`config.mk`:
```
export PLATFORM = sky130hd
export DESIGN_NAME = two_way_cache_tag_lru_core
export DESIGN_NICKNAME = d
export VERILOG_FILES = /design/src/hdl/twctl_pkg.sv /design/src/hdl/two_way_cache_tag_lru_core.sv /design/src/hdl/twctl_ram.sv /design/src/hdl/twctl_front.sv /design/src/hdl/twctl_back.sv
export SDC_FILE = /design/constraint.sdc
export NUM_CORES = 2
export LEC_CHECK = 0
export BUFFER_PORTS_ARGS = -buffer_cell sky130_fd_sc_hd__buf_4
export CAP_MARGIN = 30
export CORE_MARGIN = 4
export CORE_UTILIZATION = 45
export DETAILED_ROUTE_END_ITERATION = 12
export PLACE_DENSITY_LB_ADDON = 0.15
export SETUP_SLACK_MARGIN = 0.4
export SLEW_MARGIN = 20
export SYNTH_ARGS = -nofsm -noshare
export SYNTH_HDL_FRONTEND = slang
export SYNTH_SLANG_ARGS = --single-unit
```
`constraint.sdc`:
```
create_clock -name clk -period 4.7 [get_ports clk]
set_clock_uncertainty 0.05 [all_clocks]
set_input_delay 0.47 -clock clk [delete_from_list [all_inputs] [get_ports clk]]
set_output_delay 0.47 -clock clk [all_outputs]
set_load 0.005 [all_outputs]
```
`src/hdl/twctl_pkg.sv`:
```
`timescale 1ns / 1ps
// ----------------------------------------------------------------------------
// twctl_pkg
// Shared sizes, types and state codes of the two-way cache tag directory.
// ----------------------------------------------------------------------------
package twctl_pkg;

  localparam int NUM_SETS  = 64;
  localparam int TAG_WIDTH = 8;
  localparam int SET_W     = $clog2(NUM_SETS);
  localparam int ADDR_W    = 16;
  localparam int SET_LSB   = 2;
  localparam int TAG_LSB   = 8;
  localparam int SET_OUT_W = 6;
  localparam int TAG_OUT_W = 8;
  localparam int CNT_W     = 32;
  localparam int QUEUE_DEPTH = 2;
  localparam int QPTR_W    = $clog2(QUEUE_DEPTH);
  localparam int QCNT_W    = $clog2(QUEUE_DEPTH + 1);

  typedef logic [SET_W-1:0]     set_t;
  typedef logic [TAG_WIDTH-1:0] tag_t;
  typedef logic [CNT_W-1:0]     cnt_t;

  typedef struct packed {
    tag_t tag;
    set_t set;
  } lookup_t;

  typedef enum logic {
    BK_IDLE,
    BK_LOOK
  } back_state_t;

  function automatic cnt_t sat_inc(input cnt_t v);
    sat_inc = (v == '1) ? v : v + CNT_W'(1);
  endfunction

endpackage

```
`src/hdl/two_way_cache_tag_lru_core.sv`:
```
`timescale 1ns / 1ps
// ----------------------------------------------------------------------------
// two_way_cache_tag_lru_core
// Tag directory of a 2-way set-associative cache with one LRU bit per set.
//
// The in_ channel takes one 16-bit byte address per transaction. The out_
// channel returns one transaction per address: hit flag, way that hit or was
// filled, set index, tag, and the four saturating hit/miss counters as they
// stand after this lookup.
// A two-entry queue decouples acceptance from lookup. The back end does each
// lookup in two steps: one reads both tag RAMs, the other compares, updates
// valid, LRU and counters, and loads the result register. It finishes one
// address before it takes the next from the queue; an accepted address goes
// through the queue, the tag RAM read and the compare step to out_valid.
// With a result waiting and out_ready low the result register holds; the
// back end stops before its next lookup; the queue takes addresses till full.
// Synchronous reset clears all valid bits, LRU bits, counters and the queue;
// the block accepts addresses on the first cycle after reset.
// ----------------------------------------------------------------------------
module two_way_cache_tag_lru_core import twctl_pkg::*; (
  input  logic                 clk,
  input  logic                 rst_n,
  input  logic                 in_valid,
  output logic                 in_ready,
  input  logic [ADDR_W-1:0]    in_address,
  output logic                 out_valid,
  input  logic                 out_ready,
  output logic                 out_hit,
  output logic                 out_way,
  output logic [SET_OUT_W-1:0] out_set_index,
  output logic [TAG_OUT_W-1:0] out_line_tag,
  output logic [CNT_W-1:0]     out_hits_way_zero,
  output logic [CNT_W-1:0]     out_hits_way_one,
  output logic [CNT_W-1:0]     out_misses_way_zero,
  output logic [CNT_W-1:0]     out_misses_way_one
);

  logic    q_valid;
  lookup_t q_head;
  logic    q_pop;

  twctl_front u_front (
    .clk        (clk),
    .rst_n      (rst_n),
    .in_valid   (in_valid),
    .in_ready   (in_ready),
    .in_address (in_address),
    .q_valid    (q_valid),
    .q_head     (q_head),
    .q_pop      (q_pop)
  );

  twctl_back u_back (
    .clk                 (clk),
    .rst_n               (rst_n),
    .q_valid             (q_valid),
    .q_head              (q_head),
    .q_pop               (q_pop),
    .out_valid           (out_valid),
    .out_ready           (out_ready),
    .out_hit             (out_hit),
    .out_way             (out_way),
    .out_set_index       (out_set_index),
    .out_line_tag        (out_line_tag),
    .out_hits_way_zero   (out_hits_way_zero),
    .out_hits_way_one    (out_hits_way_one),
    .out_misses_way_zero (out_misses_way_zero),
    .out_misses_way_one  (out_misses_way_one)
  );

endmodule

```
`src/hdl/twctl_ram.sv`:
```
`timescale 1ns / 1ps
// ----------------------------------------------------------------------------
// twctl_ram
// Generic single-write, single-read RAM with registered read data.
// ----------------------------------------------------------------------------
module twctl_ram #(
  parameter int WIDTH = 8,
  parameter int DEPTH = 64,
  localparam int AW = $clog2(DEPTH)
) (
  input  logic             clk,
  input  logic             wr_en,
  input  logic [AW-1:0]    wr_addr,
  input  logic [WIDTH-1:0] wr_data,
  input  logic [AW-1:0]    rd_addr,
  output logic [WIDTH-1:0] rd_data
);

  logic [WIDTH-1:0] mem_r [DEPTH];
  logic [WIDTH-1:0] rd_data_r;

  always_ff @(posedge clk) begin
    if (wr_en) begin
      mem_r[wr_addr] <= wr_data;
    end
    rd_data_r <= mem_r[rd_addr];
  end

  assign rd_data = rd_data_r;

endmodule

```
`src/hdl/twctl_front.sv`:
```
`timescale 1ns / 1ps
// ----------------------------------------------------------------------------
// twctl_front
// Accept addresses, split them into set and tag, and queue them for lookup.
// ----------------------------------------------------------------------------
module twctl_front import twctl_pkg::*; (
  input  logic              clk,
  input  logic              rst_n,
  input  logic              in_valid,
  output logic              in_ready,
  input  logic [ADDR_W-1:0] in_address,
  output logic              q_valid,
  output lookup_t           q_head,
  input  logic              q_pop
);

  lookup_t             q_mem_r [QUEUE_DEPTH];
  logic [QPTR_W-1:0]   wr_ptr_r, wr_ptr_nxt;
  logic [QPTR_W-1:0]   rd_ptr_r, rd_ptr_nxt;
  logic [QCNT_W-1:0]   count_r, count_nxt;
  logic                push;
  logic                pop;
  lookup_t             entry;

  assign in_ready = (count_r != QCNT_W'(QUEUE_DEPTH));
  assign q_valid  = (count_r != '0);
  assign q_head   = q_mem_r[rd_ptr_r];
  assign push     = in_valid && in_ready;
  assign pop      = q_pop && q_valid;

  always_comb begin
    entry.set  = in_address[SET_LSB +: SET_W];
    entry.tag  = TAG_WIDTH'(in_address >> TAG_LSB);
    wr_ptr_nxt = push ? wr_ptr_r + QPTR_W'(1) : wr_ptr_r;
    rd_ptr_nxt = pop ? rd_ptr_r + QPTR_W'(1) : rd_ptr_r;
    count_nxt  = count_r + QCNT_W'(push) - QCNT_W'(pop);
  end

  always_ff @(posedge clk) begin
    if (!rst_n) begin
      wr_ptr_r <= '0;
      rd_ptr_r <= '0;
      count_r  <= '0;
    end else begin
      wr_ptr_r <= wr_ptr_nxt;
      rd_ptr_r <= rd_ptr_nxt;
      count_r  <= count_nxt;
    end
  end

  always_ff @(posedge clk) begin
    if (push) begin
      q_mem_r[wr_ptr_r] <= entry;
    end
  end

endmodule

```
`src/hdl/twctl_back.sv`:
```
`timescale 1ns / 1ps
// ----------------------------------------------------------------------------
// twctl_back
// Look up one queued address: read both tag ways, resolve hit or fill,
// update valid, LRU and counters, and present the result.
// ----------------------------------------------------------------------------
module twctl_back import twctl_pkg::*; (
  input  logic                 clk,
  input  logic                 rst_n,
  input  logic                 q_valid,
  input  lookup_t              q_head,
  output logic                 q_pop,
  output logic                 out_valid,
  input  logic                 out_ready,
  output logic                 out_hit,
  output logic                 out_way,
  output logic [SET_OUT_W-1:0] out_set_index,
  output logic [TAG_OUT_W-1:0] out_line_tag,
  output logic [CNT_W-1:0]     out_hits_way_zero,
  output logic [CNT_W-1:0]     out_hits_way_one,
  output logic [CNT_W-1:0]     out_misses_way_zero,
  output logic [CNT_W-1:0]     out_misses_way_one
);

  back_state_t         state_r, state_nxt;
  lookup_t             cur_r;
  logic [NUM_SETS-1:0] valid0_r, valid0_nxt;
  logic [NUM_SETS-1:0] valid1_r, valid1_nxt;
  logic [NUM_SETS-1:0] lru_r, lru_nxt;
  cnt_t                hit0_r, hit0_nxt;
  cnt_t                hit1_r, hit1_nxt;
  cnt_t                miss0_r, miss0_nxt;
  cnt_t                miss1_r, miss1_nxt;
  logic                out_valid_r, out_valid_nxt;
  logic                out_hit_r, out_hit_nxt;
  logic                out_way_r, out_way_nxt;
  lookup_t             out_id_r, out_id_nxt;
  tag_t                rd_tag0, rd_tag1;
  logic                hit0, hit1, hit, way;
  logic                we0, we1;

  twctl_ram #(.WIDTH(TAG_WIDTH), .DEPTH(NUM_SETS)) u_tag0 (
    .clk     (clk),
    .wr_en   (we0),
    .wr_addr (cur_r.set),
    .wr_data (cur_r.tag),
    .rd_addr (q_head.set),
    .rd_data (rd_tag0)
  );

  twctl_ram #(.WIDTH(TAG_WIDTH), .DEPTH(NUM_SETS)) u_tag1 (
    .clk     (clk),
    .wr_en   (we1),
    .wr_addr (cur_r.set),
    .wr_data (cur_r.tag),
    .rd_addr (q_head.set),
    .rd_data (rd_tag1)
  );

  always_comb begin
    hit0 = valid0_r[cur_r.set] && (rd_tag0 == cur_r.tag);
    hit1 = valid1_r[cur_r.set] && (rd_tag1 == cur_r.tag);
    hit  = hit0 || hit1;
    priority if (hit0) begin
      way = 1'b0;
    end else if (hit1) begin
      way = 1'b1;
    end else if (!valid0_r[cur_r.set]) begin
      way = 1'b0;
    end else if (!valid1_r[cur_r.set]) begin
      way = 1'b1;
    end else begin
      way = lru_r[cur_r.set];
    end
  end

  always_comb begin
    state_nxt     = state_r;
    q_pop         = 1'b0;
    we0           = 1'b0;
    we1           = 1'b0;
    valid0_nxt    = valid0_r;
    valid1_nxt    = valid1_r;
    lru_nxt       = lru_r;
    hit0_nxt      = hit0_r;
    hit1_nxt      = hit1_r;
    miss0_nxt     = miss0_r;
    miss1_nxt     = miss1_r;
    out_hit_nxt   = out_hit_r;
    out_way_nxt   = out_way_r;
    out_id_nxt    = out_id_r;
    out_valid_nxt = out_valid_r && !out_ready;
    unique case (state_r)
      BK_IDLE: begin
        if (q_valid && (!out_valid_r || out_ready)) begin
          q_pop     = 1'b1;
          state_nxt = BK_LOOK;
        end
      end
      BK_LOOK: begin
        if (hit) begin
          if (way) begin
            hit1_nxt = sat_inc(hit1_r);
          end else begin
            hit0_nxt = sat_inc(hit0_r);
          end
        end else if (way) begin
          we1                   = 1'b1;
          valid1_nxt[cur_r.set] = 1'b1;
          miss1_nxt             = sat_inc(miss1_r);
        end else begin
          we0                   = 1'b1;
          valid0_nxt[cur_r.set] = 1'b1;
          miss0_nxt             = sat_inc(miss0_r);
        end
        lru_nxt[cur_r.set] = !way;
        out_hit_nxt        = hit;
        out_way_nxt        = way;
        out_id_nxt         = cur_r;
        out_valid_nxt      = 1'b1;
        state_nxt          = BK_IDLE;
      end
      default: state_nxt = BK_IDLE;
    endcase
  end

  always_ff @(posedge clk) begin
    if (!rst_n) begin
      state_r     <= BK_IDLE;
      valid0_r    <= '0;
      valid1_r    <= '0;
      lru_r       <= '0;
      hit0_r      <= '0;
      hit1_r      <= '0;
      miss0_r     <= '0;
      miss1_r     <= '0;
      out_valid_r <= 1'b0;
    end else begin
      state_r     <= state_nxt;
      valid0_r    <= valid0_nxt;
      valid1_r    <= valid1_nxt;
      lru_r       <= lru_nxt;
      hit0_r      <= hit0_nxt;
      hit1_r      <= hit1_nxt;
      miss0_r     <= miss0_nxt;
      miss1_r     <= miss1_nxt;
      out_valid_r <= out_valid_nxt;
    end
  end

  always_ff @(posedge clk) begin
    if (q_pop) begin
      cur_r <= q_head;
    end
    out_hit_r <= out_hit_nxt;
    out_way_r <= out_way_nxt;
    out_id_r  <= out_id_nxt;
  end

  assign out_valid           = out_valid_r;
  assign out_hit             = out_hit_r;
  assign out_way             = out_way_r;
  assign out_set_index       = SET_OUT_W'(out_id_r.set);
  assign out_line_tag        = TAG_OUT_W'(out_id_r.tag);
  assign out_hits_way_zero   = hit0_r;
  assign out_hits_way_one    = hit1_r;
  assign out_misses_way_zero = miss0_r;
  assign out_misses_way_one  = miss1_r;

endmodule
```
# --- After elaboration in Yosys (flattened, before gate mapping) ---
# Memory sizes are Yosys's and may differ from the RTL's. A register that Yosys moved wholly into a read port is not among the register bits.
# Cells that the tools add are included.
op_classes:
  bitwise: 9
  eq_ne: 7
  n_reduce_logical: 19
  n_addsub: 8
  n_lt_le_gt_ge: 2
  mux: 31
op_table:
  columns: ["cell", "count"]
  rows:
  - ["32-bit by 1-bit adder with 32-bit output, second input constant", 4]
  - ["32-bit == test, second input constant", 4]
  - ["64-bit bitwise OR", 2]
  - ["64-bit bitwise mux", 1]
  - ["1-bit two-way mux", 25]
  - ["1-bit binary-select mux with 6-bit select", 3]
  - ["8-bit == test", 2]
  - ["4-bit AND reduction", 4]
  - ["1-bit logical AND", 7]
  - ["6-bit by 7-bit less-than comparator with 1-bit output, second input constant", 1]
  - ["1-bit NOT", 7]
  - ["1-bit demux with 6-bit select", 1]
  - ["6-bit by 1-bit >= comparator with 1-bit output, second input constant", 1]
  - ["3-bit AND reduction", 2]
  - ["1-bit zero test", 3]
  - ["1-bit adder, second input constant", 2]
  - ["2-bit by 1-bit adder with 2-bit output", 1]
  - ["1-bit logical OR", 2]
  - ["2-bit != test, second input constant", 1]
  - ["1-bit case mux with 2 select lines", 1]
  - ["2-bit nonzero test", 1]
  - ["2-bit by 1-bit subtractor with 2-bit output", 1]
word_totals:
  reg_bits: 356
  out_inout_bits: 146
  mem_count: 3
  in_bits: 20
  wordCells: 97
  ram_bits: 1052
mem_list:
  columns: ["memory", "words", "width", "rd", "rd_ports_with_merged_regs", "write_ports", "line_no", "source"]
  rows:
  - ["u_back.u_tag0.mem_r", 64, 8, 1, 1, 1, "twctl_ram.sv:19", "logic [WIDTH-1:0] mem_r [DEPTH];"]
  - ["u_back.u_tag1.mem_r", 64, 8, 1, 1, 1, "twctl_ram.sv:19", null]
  - ["u_front.q_mem_r", 2, 14, 1, 1, 1, "twctl_front.sv:17", "lookup_t q_mem_r [QUEUE_DEPTH];"]

# --- Depth between registers and ports, before layout ---
logic_depth:
  word_depth: 11
  mapped_depth: 16
  ltp_nobuf: 9

# --- By module ---
# Synthesis repeated with hierarchy kept, for this count alone.
unflattened:
  hier_cells: 3646
  area_unflattened_um2: 57054.7
by_module_without_submodules:
  columns: ["module", "cells_per_inst", "seq_area_each_um2", "instances", "area_per_inst_um2"]
  rows:
  - ["twctl_ram", 940, 15534.9, 2, 20166.8]
  - ["twctl_back", 1694, 7347.0, 1, 15452.3]
  - ["twctl_front", 72, 940.9, 1, 1268.7]

# --- Worst setup path before layout ---
# OpenSTA, ideal clock, no wires.
synth_timing:
  kind: "reg2reg"
  from: "register u_back.cur_r[10] (netlist bit)"
  to: "memory u_back.u_tag1.mem_r[11][0], enable pin"
  slack_ns: 0.355
  required_ns: 4.264
  stages_incl_launch_ff: 10
  path_buffers: 2
  setup_ns: 0.386
  period_less_slack_ns: 4.345
  t_arrival_ns: 3.910
  cell_sequence: "edfxtp_1 -> xnor2_1 -> nand4_1 -> nor2_1 -> o31a_1 -> nand3b_2 -> or2_2 -> clkbuf_1 -> buf_1 -> nor3_1"
synth_via:
  elab_chain_len: 9
  word_cells_on_any_way: 12
  classes_between: "eq/ne: 2; mux: 7; reduce/logical: 3"
synth_rtl:
  columns: ["element", "line_no", "source"]
  rows:
  - ["start: declaration", "twctl_back.sv:26", "lookup_t cur_r;"]
  - ["start signal: assignment", "twctl_back.sv:153", "cur_r <= q_head;"]
  - ["8-bit == test", "twctl_back.sv:62", "hit1 = valid1_r[cur_r.set] && (rd_tag1 == cur_r.tag);"]
  - ["1-bit logical AND", "twctl_back.sv:62", null]
  - ["1-bit two-way mux", "twctl_back.sv:66", "end else if (hit1) begin"]
  - ["1-bit two-way mux", "twctl_back.sv:64", "priority if (hit0) begin"]
  - ["1-bit two-way mux", "twctl_back.sv:107", "end else if (way) begin"]
  - ["1-bit two-way mux *", "twctl_back.sv:101", "if (hit) begin"]
  - ["1-bit two-way mux *", "twctl_back.sv:93", "unique case (state_r)"]
  - ["1-bit two-way mux *", "twctl_ram.sv:23", "if (wr_en) begin"]
  - ["1-bit two-way mux (not written as such) *", "twctl_ram.sv:24", "mem_r[wr_addr] <= wr_data;"]
  - ["end: declaration", "twctl_ram.sv:19", null]
# Mark *: on every way between the ends. The rest lies on a longest branch, timed or not.

# --- Final worst setup path ---
layout_timing:
  from: "register u_back.cur_r[0] (netlist bit)"
  to: "memory u_back.u_tag0.mem_r[53][4], enable pin"
layout_via:
  elab_chain_len: 11
  word_cells_on_any_way: 18
  classes_between: "mux: 15; reduce/logical: 3"
layout_rtl:
  columns: ["element", "line_no", "source"]
  rows:
  - ["1-bit binary-select mux with 6-bit select (on tied branches)", "twctl_back.sv:73, twctl_back.sv:62, twctl_back.sv:70", null]
  - ["1-bit two-way mux (on tied branches)", "twctl_back.sv:73, twctl_back.sv:62, twctl_back.sv:70", null]
  - ["1-bit two-way mux", "twctl_back.sv:70", "end else if (!valid1_r[cur_r.set]) begin"]
  - ["1-bit two-way mux", "twctl_back.sv:68", "end else if (!valid0_r[cur_r.set]) begin"]
  - ["1-bit two-way mux", "twctl_back.sv:66", null]
  - ["1-bit two-way mux", "twctl_back.sv:64", null]
  - ["1-bit two-way mux", "twctl_back.sv:107", null]
  - ["1-bit two-way mux", "twctl_back.sv:101", null]
  - ["1-bit two-way mux", "twctl_back.sv:93", null]
  - ["1-bit two-way mux", "twctl_ram.sv:23", null]
  - ["1-bit two-way mux (not written as such)", "twctl_ram.sv:24", null]
  - ["end: declaration", "twctl_ram.sv:19", null]
# Several ways; a longest one is shown, not always the timed one. The select of a mux whose other input is x is not followed.

==> results.rst <==
.. list-table::
   :header-rows: 1

   * - Metric
     - Value
   * - Critical-path top delay cell
     - nor2_2
   * - Fraction of registers with async set/reset
     - 0%
   * - Post-route insts no fill
     - 7062
   * - DRC violations left
     - 0
   * - Synth top cells by count
     - 1191 x nand2_1, 1082 x edfxtp_1, 618 x nand3_1
   * - Share of the synthesized area in the top cell type
     - 56.0%
   * - Max-slew violation count
     - 0
   * - Detailed Place HPWL
     - 99.6 mm
   * - Iteration-0 DRC Markers
     - 4043
   * - Number of instances in the placed design
     - 6777
   * - Count of yosys warnings during synthesis
     - 0
   * - GRT overflow
     - 0
   * - Capture endpoint of the worst hold path
     - u_front.wr_ptr_r
   * - Part of the Yosys area used for sequential elements
     - 67.8%
   * - Min Tclk post-route
     - 4.27 ns
   * - Switching part of the total
     - 34.0%
   * - Initial antenna violation count
     - 0
   * - Worst path buffer plus inverter count
     - 5
   * - Path type of the worst setup path
     - reg2reg
   * - Largest net degree at the start of global routing
     - 130
   * - Crit-path max cell delay
     - 0.55 ns
   * - Final Cycle Share
     - 90.8%
   * - Number of nets in the synthesized netlist
     - 5109
   * - Number of buffers inserted by port buffering
     - 163
   * - Worst EP required
     - 5.03 ns
   * - TritonCTS buffer count
     - 149
   * - Cell depth of the worst min-delay path
     - 4
   * - Nature of the critical path endpoint
     - register
   * - Total of max-cap violations
     - 0
   * - Placeable core region
     - 128000 sq um
   * - Maximum buffer depth of the clock tree
     - 3
   * - Antenna diode instance count
     - 0
   * - Total power of the final layout
     - 36.7 mW
   * - Internal Pwr Total
     - 24.2 mW
   * - Number of placed I/O pins
     - 166
   * - Final wirelength
     - 163 mm
   * - Register-to-Register Setup Slack
     - 0.43 ns
   * - Die Footprint
     - 135000 sq um
   * - Signal arrival time at the worst endpoint
     - 4.59 ns
   * - Floorplan row count
     - 131
   * - TritonCTS clock tree
     - yes
   * - Iteration count of the initial detailed-routing pass
     - 6
   * - Worst IR drop on VDD
     - 0.000376 V
   * - Y dimension of the die
     - 367 um
   * - Count of state elements after synthesis
     - 1425
   * - Leakage
     - 23.5 nW
   * - Clk sinks
     - 1425
   * - Worst-Margin Slew
     - 0.951 ns
   * - Area leader, netlist
     - edfxtp_1
   * - Vias/cell
     - 5.76
   * - Min-Delay Startpoint
     - in_valid
   * - DR vias
     - 40700
   * - Sw power
     - 12.5 mW
   * - Number of enable flip-flop cells after synthesis
     - 1082
   * - Most used flip-flop cell after synthesis
     - edfxtp_1
   * - Synthesized area
     - 58000 sq um
   * - Total routing usage reported by global routing
     - 23.7%
   * - Reg-to-reg critical path startpoint
     - u_back.cur_r[0]
   * - Setup repair after global routing missed its margin
     - yes
   * - Die width
     - 367 um
   * - Fraction of final layout cells sized beyond drive strength 1
     - 12.7%
   * - Growth of design area from synthesis to finish
     - 15.5%
   * - Setup_tns
     - 0 ns
   * - Clock Pin Slew Worst Setup and Hold Paths
     - 0.06 ns
   * - Routability congestion estimate from global placement
     - 0.861
   * - Max Clk Rate
     - 0.234 GHz
   * - Sequential fraction of design power
     - 41.5%
   * - H-tree Lvls
     - 4
   * - WL/cell
     - 23.1 um
   * - CP startpoint kind
     - register
   * - Combined area of the multi-input logic cells
     - 17300 sq um
   * - Most frequent CP cell
     - buf_4
   * - Final hold violations
     - 0
   * - Vias in the first global route
     - 38700
   * - PD cells
     - 547 nW/um^2
   * - Class of the most critical hold timing path
     - in2reg
   * - Synth Instances
     - 5083
   * - Dominant cell by count in the synthesized netlist
     - nand2_1
   * - Worst R2R End
     - u_back.u_tag0.mem_r[53][4]
   * - First-pass GRT wire length
     - 246 mm
   * - Cell family with most CP delay
     - buffers and inverters
   * - Run status
     - finished, final reports clean
   * - Final setup violating endpoints
     - 0
   * - ANT nets after route
     - 0
   * - Register cell area after layout
     - 39400 sq um
   * - Number of inserted filler cells in the final layout
     - 11200
   * - Biggest area contributors in the synthesized netlist
     - edfxtp_1 56%, dfxtp_1 12%, nand2_1 7.7%
   * - Effective utilization at floorplan
     - 45.4%
   * - Maximum fanout along the worst path
     - 21
   * - Final standard cell utilization of the core
     - 52.4%
   * - Fraction of power consumed by combinational cells
     - 27.5%
   * - Post-Synthesis Mean Instance Area
     - 11.4 sq um
   * - Buffer type at the clock tree root
     - clkbuf_16
   * - Cell chain of the critical path
     - buf_6, buf_4, mux2i_1, a22o_1, a221oi_1, a2111oi_1, buf_4, a21oi_1, nor2_2, buf_12, buf_4, nand2_1, nor2_2
   * - Power share of the clock group
     - 30.9%
   * - Worst Reg-to-Reg Cells
     - 13
   * - Clock latency at the later pin of the worst-skew pair
     - 0.76 ns
   * - Final net count
     - 5309
   * - Max_slew headroom
     - 36.2%
   * - Distinct cells, synth
     - 66
==> what timing repair did <==
item / 4_1_cts / 5_1_grt
hold buffers: 15 / 0
gates cloned: 0 / 1
endpoints found under the hold margin: 29 / 0
pin swaps: 0 / 2
endpoints found under the setup margin: 47 / 355
resized for setup: 5 / 15
setup buffers: 0 / 1
==> placed cells by master (no fill, tap or decap), types with 16 or more instances in the layout <==
cell type,count
dfxtp_1,342
mux2i_1,97
buf_12,25
nor2_1,253
clkbuf_1,33
o21a_1,70
nand3_1,618
nand2_1,1189
a21oi_1,129
a31oi_1,31
nor2_2,16
edfxtp_1,1082
a311oi_1,176
or3_1,16
nor3_1,83
nand4_1,34
nor4_1,25
xnor2_1,58
clkinv_2,35
a22oi_1,33
nand2b_1,16
buf_4,371
clkbuf_8,16
and3_1,92
clkinv_1,22
inv_1,30
o21ai_0,124
or4_1,20
clkbuf_16,154
xor2_1,31
==> how the worst max path moves through the flow <==
stage	start	to	slack, ns	cells after the start
finish	u_back.cur_r[0]	u_back.u_tag0.mem_r[53][4]	0.43	13
global route	u_back.cur_r[0]	u_back.u_tag0.mem_r[52][1]	0.29	13
CTS	u_back.cur_r[0]	u_back.u_tag0.mem_r[54][2]	0.38	13
detailed placement	u_back.cur_r[0]	u_back.valid1_r[37]	0.36	13
global placement	u_back.cur_r[0]	u_back.valid1_r[37]	0.46	13
floorplan	u_back.cur_r[10]	u_back.u_tag1.mem_r[11][0]	0.35	9
==> logic make-up after synthesis <==
kind of cell / synth area share, %
flops: 67.8
buf+inv: 2.78
simple gates: 18.5
mux: 2.09
xor+xnor: 1.34
compound gates: 7.30
fa+ha+maj: 0.129
==> flip-flops by register name, indices dropped and copies added (netlist names), 2 cells and up, named ones only <==
register	count
u_back.out_line_tag	8
u_front.q_mem_r	28
u_back.cur_r	14
u_back.out_hits_way_one	32
u_back.u_tag0.rd_data	8
u_back.u_tag1.mem_r	512
u_back.out_hits_way_zero	32
u_front.count_r	2
u_back.out_misses_way_zero	32
u_back.u_tag1.rd_data	8
u_back.valid1_r	64
u_back.lru_r	64
u_back.out_misses_way_one	32
u_back.out_set_index	6
u_back.u_tag0.mem_r	512
u_back.valid0_r	64
==> metal layers <==
metal / global-route usage (%) / wire length (um)
met5: 0 / 0
met4: 8.08 / 5100
met3: 4.48 / 12300
met2: 36.9 / 75200
met1: 33.7 / 70600
==> worst register-to-register path, delay by kind of cell (launching register included) <==
kind | cells | cell delay, ns
AO/OA/AOI/OAI | 4 | 0.82
flip-flops | 1 | 0.42
multiplexers | 1 | 0.25
AND/OR/NAND/NOR | 3 | 1.08
buffers and inverters | 5 | 1.27
==> per-stage QoR <==
| stage | hold WS [ns] | instance area [sq um] | worst slack, ns |
|---|---|---|---|
| global route | 0.130 | 67000 | 0.287 |
| detailed placement | 0.387 | 62100 | 0.357 |
| global placement | 0.378 | 62100 | 0.463 |
| CTS | 0.0682 | 66900 | 0.380 |
| finish | 0.123 | 67000 | 0.435 |
| floorplan | 0.368 | 58000 | 0.355 |
==> power groups by stage <==
stage	logic [mW]	clock network [mW]	registers [mW]
after floorplan	5.35	0	15.9
after global placement	9.90	0	15.5
after detailed placement	10.0	0	15.5
after CTS	10.0	11.5	15.2
after global routing	10.9	12.1	15.3
final	10.1	11.3	15.2
==> final cells by class <==
class	instances	share of cell area (%)
clock buffer	202	6.24
clock inverter	66	0.715
inverter	36	0.228
multi-input combinational	3256	25.7
sequential	1425	58.7
tap	1662	3.10
timing repair buffer	415	5.21
(Power assumes the default switching activity.)
